`src/sfp_pkg.sv`:
```
package sfp_pkg;

  typedef enum logic [3:0] {
    PH_IDLE    = 4'd0,
    PH_LEN     = 4'd1,
    PH_SEQ     = 4'd2,
    PH_SYS     = 4'd3,
    PH_COMP    = 4'd4,
    PH_MSG     = 4'd5,
    PH_PAYLOAD = 4'd6,
    PH_CRC_LO  = 4'd7,
    PH_CRC_HI  = 4'd8
  } phase_t;

  typedef logic [1:0] frame_code_t;

  localparam frame_code_t STATUS_INCOMPLETE = 2'd0;
  localparam frame_code_t STATUS_GOOD       = 2'd1;
  localparam frame_code_t STATUS_BAD_CRC    = 2'd2;
  localparam frame_code_t STATUS_REJECTED   = 2'd3;

  localparam logic REG_START_BYTE  = 1'b0;
  localparam logic REG_MAX_PAYLOAD = 1'b1;

  localparam logic [7:0]  START_BYTE_RESET  = 8'd254;
  localparam logic [7:0]  MAX_PAYLOAD_RESET = 8'd255;
  localparam logic [15:0] CRC_SEED          = 16'hFFFF;

  // X.25 / MCRF4XX byte update
  function automatic logic [15:0] crc_step(input logic [15:0] acc, input logic [7:0] b);
    logic [7:0] t;
    t = b ^ acc[7:0];
    t = t ^ {t[3:0], 4'b0000};
    return {8'h00, acc[15:8]} ^ {t, 8'h00} ^ {5'b00000, t, 3'b000} ^ {12'h000, t[7:4]};
  endfunction

endpackage

```
`src/serial_frame_parser_crc16_core.sv`:
```
// Serial frame parser with CRC-16 MCRF4XX check.
// Input channel: in_valid / in_ready carry one received byte (rx_byte) per request.
// Output channel: out_valid / out_ready carry one result per input byte: frame
// status, payload byte with its index, the header fields held so far and the
// error and overrun counters.
// Configuration: cfg_write with cfg_index 0 sets the start byte, index 1 the
// largest accepted payload length; write only while the block is idle.
// Path: a byte lands in the input register at its accept edge, and its result
// moves from there into the result register, which raises out_valid.
// Throughput: one byte per cycle while out_ready is high; the CRC update and
// phase step are one combinational pass from the input to the result register.
// Stall: while out_ready is low the result holds, and one more byte can be taken
// into the input register before in_ready drops.
// Reset (rst, synchronous): parser hunts for the start byte, CRC 0xFFFF, header
// fields and counters zero, start byte 254, payload limit 255, both stages empty.
module serial_frame_parser_crc16_core (
  input  logic       clk,
  input  logic       rst,
  input  logic       in_valid,
  output logic       in_ready,
  input  logic [7:0] rx_byte,
  output logic       out_valid,
  input  logic       out_ready,
  output logic [1:0] frame_status,
  output logic       payload_valid,
  output logic [7:0] payload_byte,
  output logic [7:0] payload_index,
  output logic [7:0] frame_length,
  output logic [7:0] sequence_res,
  output logic [7:0] system_id,
  output logic [7:0] component_id,
  output logic [7:0] message_id,
  output logic [7:0] error_count,
  output logic [7:0] overrun_count,
  input  logic       cfg_write,
  input  logic       cfg_index,
  input  logic [7:0] cfg_data
);

  logic [7:0] start_byte;
  logic [7:0] max_payload;

  logic       in_full;
  logic [7:0] in_byte;
  logic       advance;

  sfp_pkg::phase_t phase, phase_next;
  logic        crc_low_bad, crc_low_bad_next;
  logic [15:0] crc, crc_next;
  logic [7:0]  length_reg, length_next;
  logic [7:0]  byte_index, byte_index_next;
  logic [7:0]  sequence_reg, sequence_next;
  logic [7:0]  system_reg, system_next;
  logic [7:0]  component_reg, component_next;
  logic [7:0]  message_reg, message_next;
  logic [7:0]  error_counter, error_next;
  logic [7:0]  overrun_counter, overrun_next;
  sfp_pkg::frame_code_t status_next;
  logic        pvalid_next;
  logic [7:0]  pbyte_next;
  logic [7:0]  pindex_next;
  logic [15:0] crc_upd;

  assign advance  = !out_valid || out_ready;
  assign in_ready = !in_full || advance;

  always_ff @(posedge clk) begin
    if (rst) begin
      start_byte  <= sfp_pkg::START_BYTE_RESET;
      max_payload <= sfp_pkg::MAX_PAYLOAD_RESET;
    end else if (cfg_write) begin
      case (cfg_index)
        sfp_pkg::REG_START_BYTE:  start_byte  <= cfg_data;
        sfp_pkg::REG_MAX_PAYLOAD: max_payload <= cfg_data;
        default: ;
      endcase
    end
  end

  always_ff @(posedge clk) begin
    if (rst) begin
      in_full <= 1'b0;
    end else if (in_valid && in_ready) begin
      in_full <= 1'b1;
    end else if (advance) begin
      in_full <= 1'b0;
    end
  end

  always_ff @(posedge clk) begin
    if (in_valid && in_ready) begin
      in_byte <= rx_byte;
    end
  end

  assign crc_upd = sfp_pkg::crc_step(crc, in_byte);

  always_comb begin
    phase_next       = phase;
    crc_low_bad_next = crc_low_bad;
    crc_next         = crc;
    length_next      = length_reg;
    byte_index_next  = byte_index;
    sequence_next    = sequence_reg;
    system_next      = system_reg;
    component_next   = component_reg;
    message_next     = message_reg;
    error_next       = error_counter;
    overrun_next     = overrun_counter;
    status_next      = sfp_pkg::STATUS_INCOMPLETE;
    pvalid_next      = 1'b0;
    pbyte_next       = 8'd0;
    pindex_next      = 8'd0;
    case (phase)
      sfp_pkg::PH_LEN: begin
        if (in_byte > max_payload) begin
          overrun_next = overrun_counter + 8'd1;
          error_next   = error_counter + 8'd1;
          status_next  = sfp_pkg::STATUS_REJECTED;
          phase_next   = sfp_pkg::PH_IDLE;
        end else begin
          length_next     = in_byte;
          byte_index_next = 8'd0;
          crc_next        = crc_upd;
          phase_next      = sfp_pkg::PH_SEQ;
        end
      end
      sfp_pkg::PH_SEQ: begin
        sequence_next = in_byte;
        crc_next      = crc_upd;
        phase_next    = sfp_pkg::PH_SYS;
      end
      sfp_pkg::PH_SYS: begin
        system_next = in_byte;
        crc_next    = crc_upd;
        phase_next  = sfp_pkg::PH_COMP;
      end
      sfp_pkg::PH_COMP: begin
        component_next = in_byte;
        crc_next       = crc_upd;
        phase_next     = sfp_pkg::PH_MSG;
      end
      sfp_pkg::PH_MSG: begin
        message_next = in_byte;
        crc_next     = crc_upd;
        phase_next   = (length_reg == 8'd0) ? sfp_pkg::PH_CRC_LO : sfp_pkg::PH_PAYLOAD;
      end
      sfp_pkg::PH_PAYLOAD: begin
        pvalid_next     = 1'b1;
        pbyte_next      = in_byte;
        pindex_next     = byte_index;
        byte_index_next = byte_index + 8'd1;
        crc_next        = crc_upd;
        if (byte_index_next == length_reg) begin
          phase_next = sfp_pkg::PH_CRC_LO;
        end
      end
      sfp_pkg::PH_CRC_LO: begin
        crc_low_bad_next = (in_byte != crc[7:0]);
        phase_next       = sfp_pkg::PH_CRC_HI;
      end
      sfp_pkg::PH_CRC_HI: begin
        phase_next       = sfp_pkg::PH_IDLE;
        crc_low_bad_next = 1'b0;
        if (crc_low_bad || (in_byte != crc[15:8])) begin
          status_next = sfp_pkg::STATUS_BAD_CRC;
          error_next  = error_counter + 8'd1;
          if (in_byte == start_byte) begin
            phase_next  = sfp_pkg::PH_LEN;
            length_next = 8'd0;
            crc_next    = sfp_pkg::CRC_SEED;
          end
        end else begin
          status_next = sfp_pkg::STATUS_GOOD;
          error_next  = 8'd0;
        end
      end
      default: begin
        phase_next = sfp_pkg::PH_IDLE;
        if (in_byte == start_byte) begin
          phase_next  = sfp_pkg::PH_LEN;
          length_next = 8'd0;
          crc_next    = sfp_pkg::CRC_SEED;
        end
      end
    endcase
  end

  always_ff @(posedge clk) begin
    if (rst) begin
      phase           <= sfp_pkg::PH_IDLE;
      crc_low_bad     <= 1'b0;
      crc             <= sfp_pkg::CRC_SEED;
      length_reg      <= 8'd0;
      byte_index      <= 8'd0;
      sequence_reg    <= 8'd0;
      system_reg      <= 8'd0;
      component_reg   <= 8'd0;
      message_reg     <= 8'd0;
      error_counter   <= 8'd0;
      overrun_counter <= 8'd0;
    end else if (in_full && advance) begin
      phase           <= phase_next;
      crc_low_bad     <= crc_low_bad_next;
      crc             <= crc_next;
      length_reg      <= length_next;
      byte_index      <= byte_index_next;
      sequence_reg    <= sequence_next;
      system_reg      <= system_next;
      component_reg   <= component_next;
      message_reg     <= message_next;
      error_counter   <= error_next;
      overrun_counter <= overrun_next;
    end
  end

  always_ff @(posedge clk) begin
    if (rst) begin
      out_valid <= 1'b0;
    end else if (advance) begin
      out_valid <= in_full;
    end
  end

  always_ff @(posedge clk) begin
    if (in_full && advance) begin
      frame_status  <= status_next;
      payload_valid <= pvalid_next;
      payload_byte  <= pbyte_next;
      payload_index <= pindex_next;
      frame_length  <= length_next;
      sequence_res  <= sequence_next;
      system_id     <= system_next;
      component_id  <= component_next;
      message_id    <= message_next;
      error_count   <= error_next;
      overrun_count <= overrun_next;
    end
  end

endmodule

```
`config.mk`:
```
export PLATFORM = sky130hd
export DESIGN_NAME = serial_frame_parser_crc16_core
export DESIGN_NICKNAME = d
export VERILOG_FILES = /design/src/sfp_pkg.sv /design/src/serial_frame_parser_crc16_core.sv
export SDC_FILE = /design/constraint.sdc
export NUM_CORES = 1
export LEC_CHECK = 0
export ABC_AREA = 1
export BUFFER_PORTS_ARGS = -buffer_cell sky130_fd_sc_hd__buf_4
export CAP_MARGIN = 10
export CORE_ASPECT_RATIO = 2
export CORE_UTILIZATION = 47
export CTS_CLUSTER_SIZE = 24
export DETAILED_ROUTE_END_ITERATION = 8
export GPL_ROUTABILITY_DRIVEN = 1
export PLACE_DENSITY_LB_ADDON = 0.08
export SETUP_SLACK_MARGIN = 0.02
export SKIP_LAST_GASP = 1
export SLEW_MARGIN = 20
export SYNTH_ARGS = -nofsm -noshare
export SYNTH_HDL_FRONTEND = slang
export SYNTH_SLANG_ARGS = --single-unit
export TNS_END_PERCENT = 30
```
`constraint.sdc`:
```
create_clock -name clk -period 2.7 [get_ports clk]
set_input_delay 0.81 -clock clk [delete_from_list [all_inputs] [get_ports clk]]
set_output_delay 0.81 -clock clk [all_outputs]
set_load 0.03 [all_outputs]
```
==> impl_metrics.yaml <==
finish:
  diodes: 0
  regMostFlops: "crc"
  largest_register_ffs: 16
  drive_above_1_share_pct: 17.1
  nets: 1246
  final_cell_area_sq_um: 10500
  areaGrowthSynthToFinish_pct: 17.9
setup_path:
  critical_path_class: "flop to flop"
  cp_data_arrival_time_ps: 2750
  crit_fanout: 18
  path_cells: "ha_1 > nand2_1 > nor2_1 > nand4_2 > nand3_2 > o21ai_4 > nor2_8 > inv_2 > nand2_1 > nand3_2"
  critPathRequiredTime_ps: 3020
  worst_setup_path_end_kind: "flop"
  path_delay_family: "simple AND/OR/NAND/NOR gates"
  start_kind: "flop"
  slowest_delay_ps: 510
  critPathSlowestCell: "edfxtp_1"
  timing.critical_path.buf_inv: 1
  rrSetupSlack_ps: 270
floorplan:
  pin_count: 99
  num_rows: 71
  die_w_microns: 99.6
  core_area_sq_um: 18700
  chipHeight_microns: 197
  fp.dieArea_sq_um: 19600
  start_util_pct: 47.7
job:
  drv_cap: 0
global_routing:
  grt_max_degree: 62
  grt_pass1_wl_microns: 35000
  overflow: 0
  antenna_found_initial: 0
  track_usage_pct: 23.3
  grt_pass1_vias: 7045
detailed_routing:
  first_pass_iters: 4
  ant_nets: 0
  drc: 0
  drtIter0Drc: 337
  routed_wl_microns: 21500
  vias_per_cell: 4.99
  vias: 7386
  wire_per_inst_microns: 14.5
logic_synthesis:
  synthesis.nets: 1146
  synth_area_per_cell_sq_um: 8.04
  ys.flop_type: "dfxtp_1"
  syn_inst: 1113
  synth.largest_area_cell: "edfxtp_1"
  ys_types: 39
  seq_area_frac_synth_pct: 50.9
  synthTopCellsByCount: "nand2_1 (268), inv_1 (155), nor2_1 (113)"
  async_flop_share_pct: 0
  synth.most_common_cell: "nand2_1"
  synth_edf_count: 83
  yosys-top-cells-area: "edfxtp_1 (28%), dfxtp_1 (23%), nand2_1 (11%), inv_1 (6.5%), o21ai_0 (5.3%)"
  synth_top_cell_area_share_pct: 27.9
  ys.warnings.count: 0
  synth-seq-cells: 186
  syn_area_sq_um: 8940
placement:
  place_congestion: 0.859
  placement.io_buffers: 98
  pre_cts_ws_ps: 287
  dp_hpwl_microns: 15300
  dpl-instance-area_sq_um: 10000
clocking:
  clk_latency_ps: 450
  cts_max_level: 4
  root_buffer: "clkbuf_16"
  path_clk_slew_ps: 70
  clockBufferDepth: 2
  cts_resized: 0
  postCtsHoldBufs: 0
  cts_buffers: 17
  cts_sinks: 186
  postCtsSetupBuffers: 0
  cts_tree: "done"
sta:
  setup-violations-final: 0
  skew_ps: 9.19
  tightest_slew_ps: 693
  slew_headroom_pct: 53.6
  hold_viol: 0
  clock.fmax_ghz: 0.412
  finalMaxSlewViolations: 0
  period_minus_slack_ps: 2430
  finalSetupTns_ps: 0
  whs_ps: 469
  rsz0062_at_grt: "false"
  finalCritPeriodShare_pct: 90.0
  final.setup.worst_slack_ps: 271
pwr:
  leakage_nw: 4.87
  seqPwrFrac_pct: 48.8
  intPower_w: 0.00474
  combPwrFrac_pct: 15.9
  switchingPower_w: 0.00187
  pwr_density_cell_nw_per_um2: 627
  netSwitchingFraction_pct: 28.3
  ir_drop_mv: 0.439
  p_clk_share_pct: 35.3
min_path:
  hp-class: "flop to flop"
run_status:
  status: "finished clean"
-- cell families after synthesis --
logic type	Yosys count	share of synthesized area (%)
buffers and inverters	212	9.33
DFF	186	50.9
and+or+nand+nor	482	23.1
AOI/OAI and AO/OA	198	12.7
adders and majority gates	11	1.54
xor gates and xnor gates	24	2.35
-- final timing paths --
kind / end / cells after the start / from
worst min-delay path: crc_low_bad / 2 / crc_low_bad
worst min register to register: crc_low_bad / 2 / crc_low_bad
worst max register to register: crc[7] / 10 / in_byte[7]
worst max-delay path: crc[7] / 10 / in_byte[7]
-- cell usage in the layout, fill, tap and decap left out, types with 5 or more instances in the layout --
| cell type | instances |
|---|---|
| ha_1 | 11 |
| inv_1 | 155 |
| xnor2_1 | 9 |
| o211ai_1 | 15 |
| edfxtp_1 | 83 |
| xor2_1 | 15 |
| o21ai_2 | 8 |
| a21oi_1 | 58 |
| inv_2 | 18 |
| buf_4 | 116 |
| nand3_2 | 8 |
| nand4_1 | 11 |
| nand2_1 | 267 |
| dfxtp_1 | 103 |
| clkbuf_16 | 17 |
| nor3_1 | 6 |
| o21ai_0 | 94 |
| nand2_2 | 13 |
| nand3_1 | 53 |
| o211ai_2 | 5 |
| o21ai_1 | 11 |
| nor2_1 | 113 |
-- final cells by class --
| cell class | instances | area, sq um |
|---|---|---|
| fillers | 1791 | 8200 |
| flip-flops and latches | 186 | 4550 |
| multi-input cells | 715 | 3560 |
| repair buffers | 118 | 911 |
| inverters | 175 | 659 |
| clock buffers | 21 | 440 |
| well taps | 255 | 319 |
| clock inverters | 11 | 100 |
-- worst reg2reg max path, stage by stage, from the launching register on --
cell and delay (ps):
edfxtp_1 510, ha_1 360, nand2_1 70, nor2_1 180, nand4_2 230, nand3_2 250, o21ai_4 110, nor2_8 270
inv_2 150, nand2_1 120, nand3_2 50
-- power groups by stage --
| stage | registers [W] | logic (W) | clock network, W |
|---|---|---|---|
| finish | 0.00323 | 0.00105 | 0.00233 |
| global route | 0.00324 | 0.00117 | 0.00249 |
| CTS | 0.00323 | 0.00106 | 0.00238 |
| detailed placement | 0.00329 | 0.00105 | 0 |
| global placement | 0.00328 | 0.00104 | 0 |
| floorplan | 0.00340 | 0.000608 | 0 |
-- layer usage --
layer / wire [microns] / up-vias / GRT usage [%]
met5: 0 / - / 0
met3: 737 / 41 / 4.53
li1: - / 3790 / -
met2: 11400 / 163 / 42.9
met4: 705 / 0 / 10.3
met1: 8650 / 3392 / 25.4
-- through the flow --
stage / std cells / utilization (%) / power, W
after detailed placement: 1449 / 53.4 / 0.00434
after floorplan: 1113 / - / 0.00400
after global routing: 1481 / 56.2 / 0.00691
after CTS: 1481 / 56.2 / 0.00667
after global placement: 1449 / 53.4 / 0.00432
final: 1481 / 56.2 / 0.00661
(Power assumes the default switching activity.)
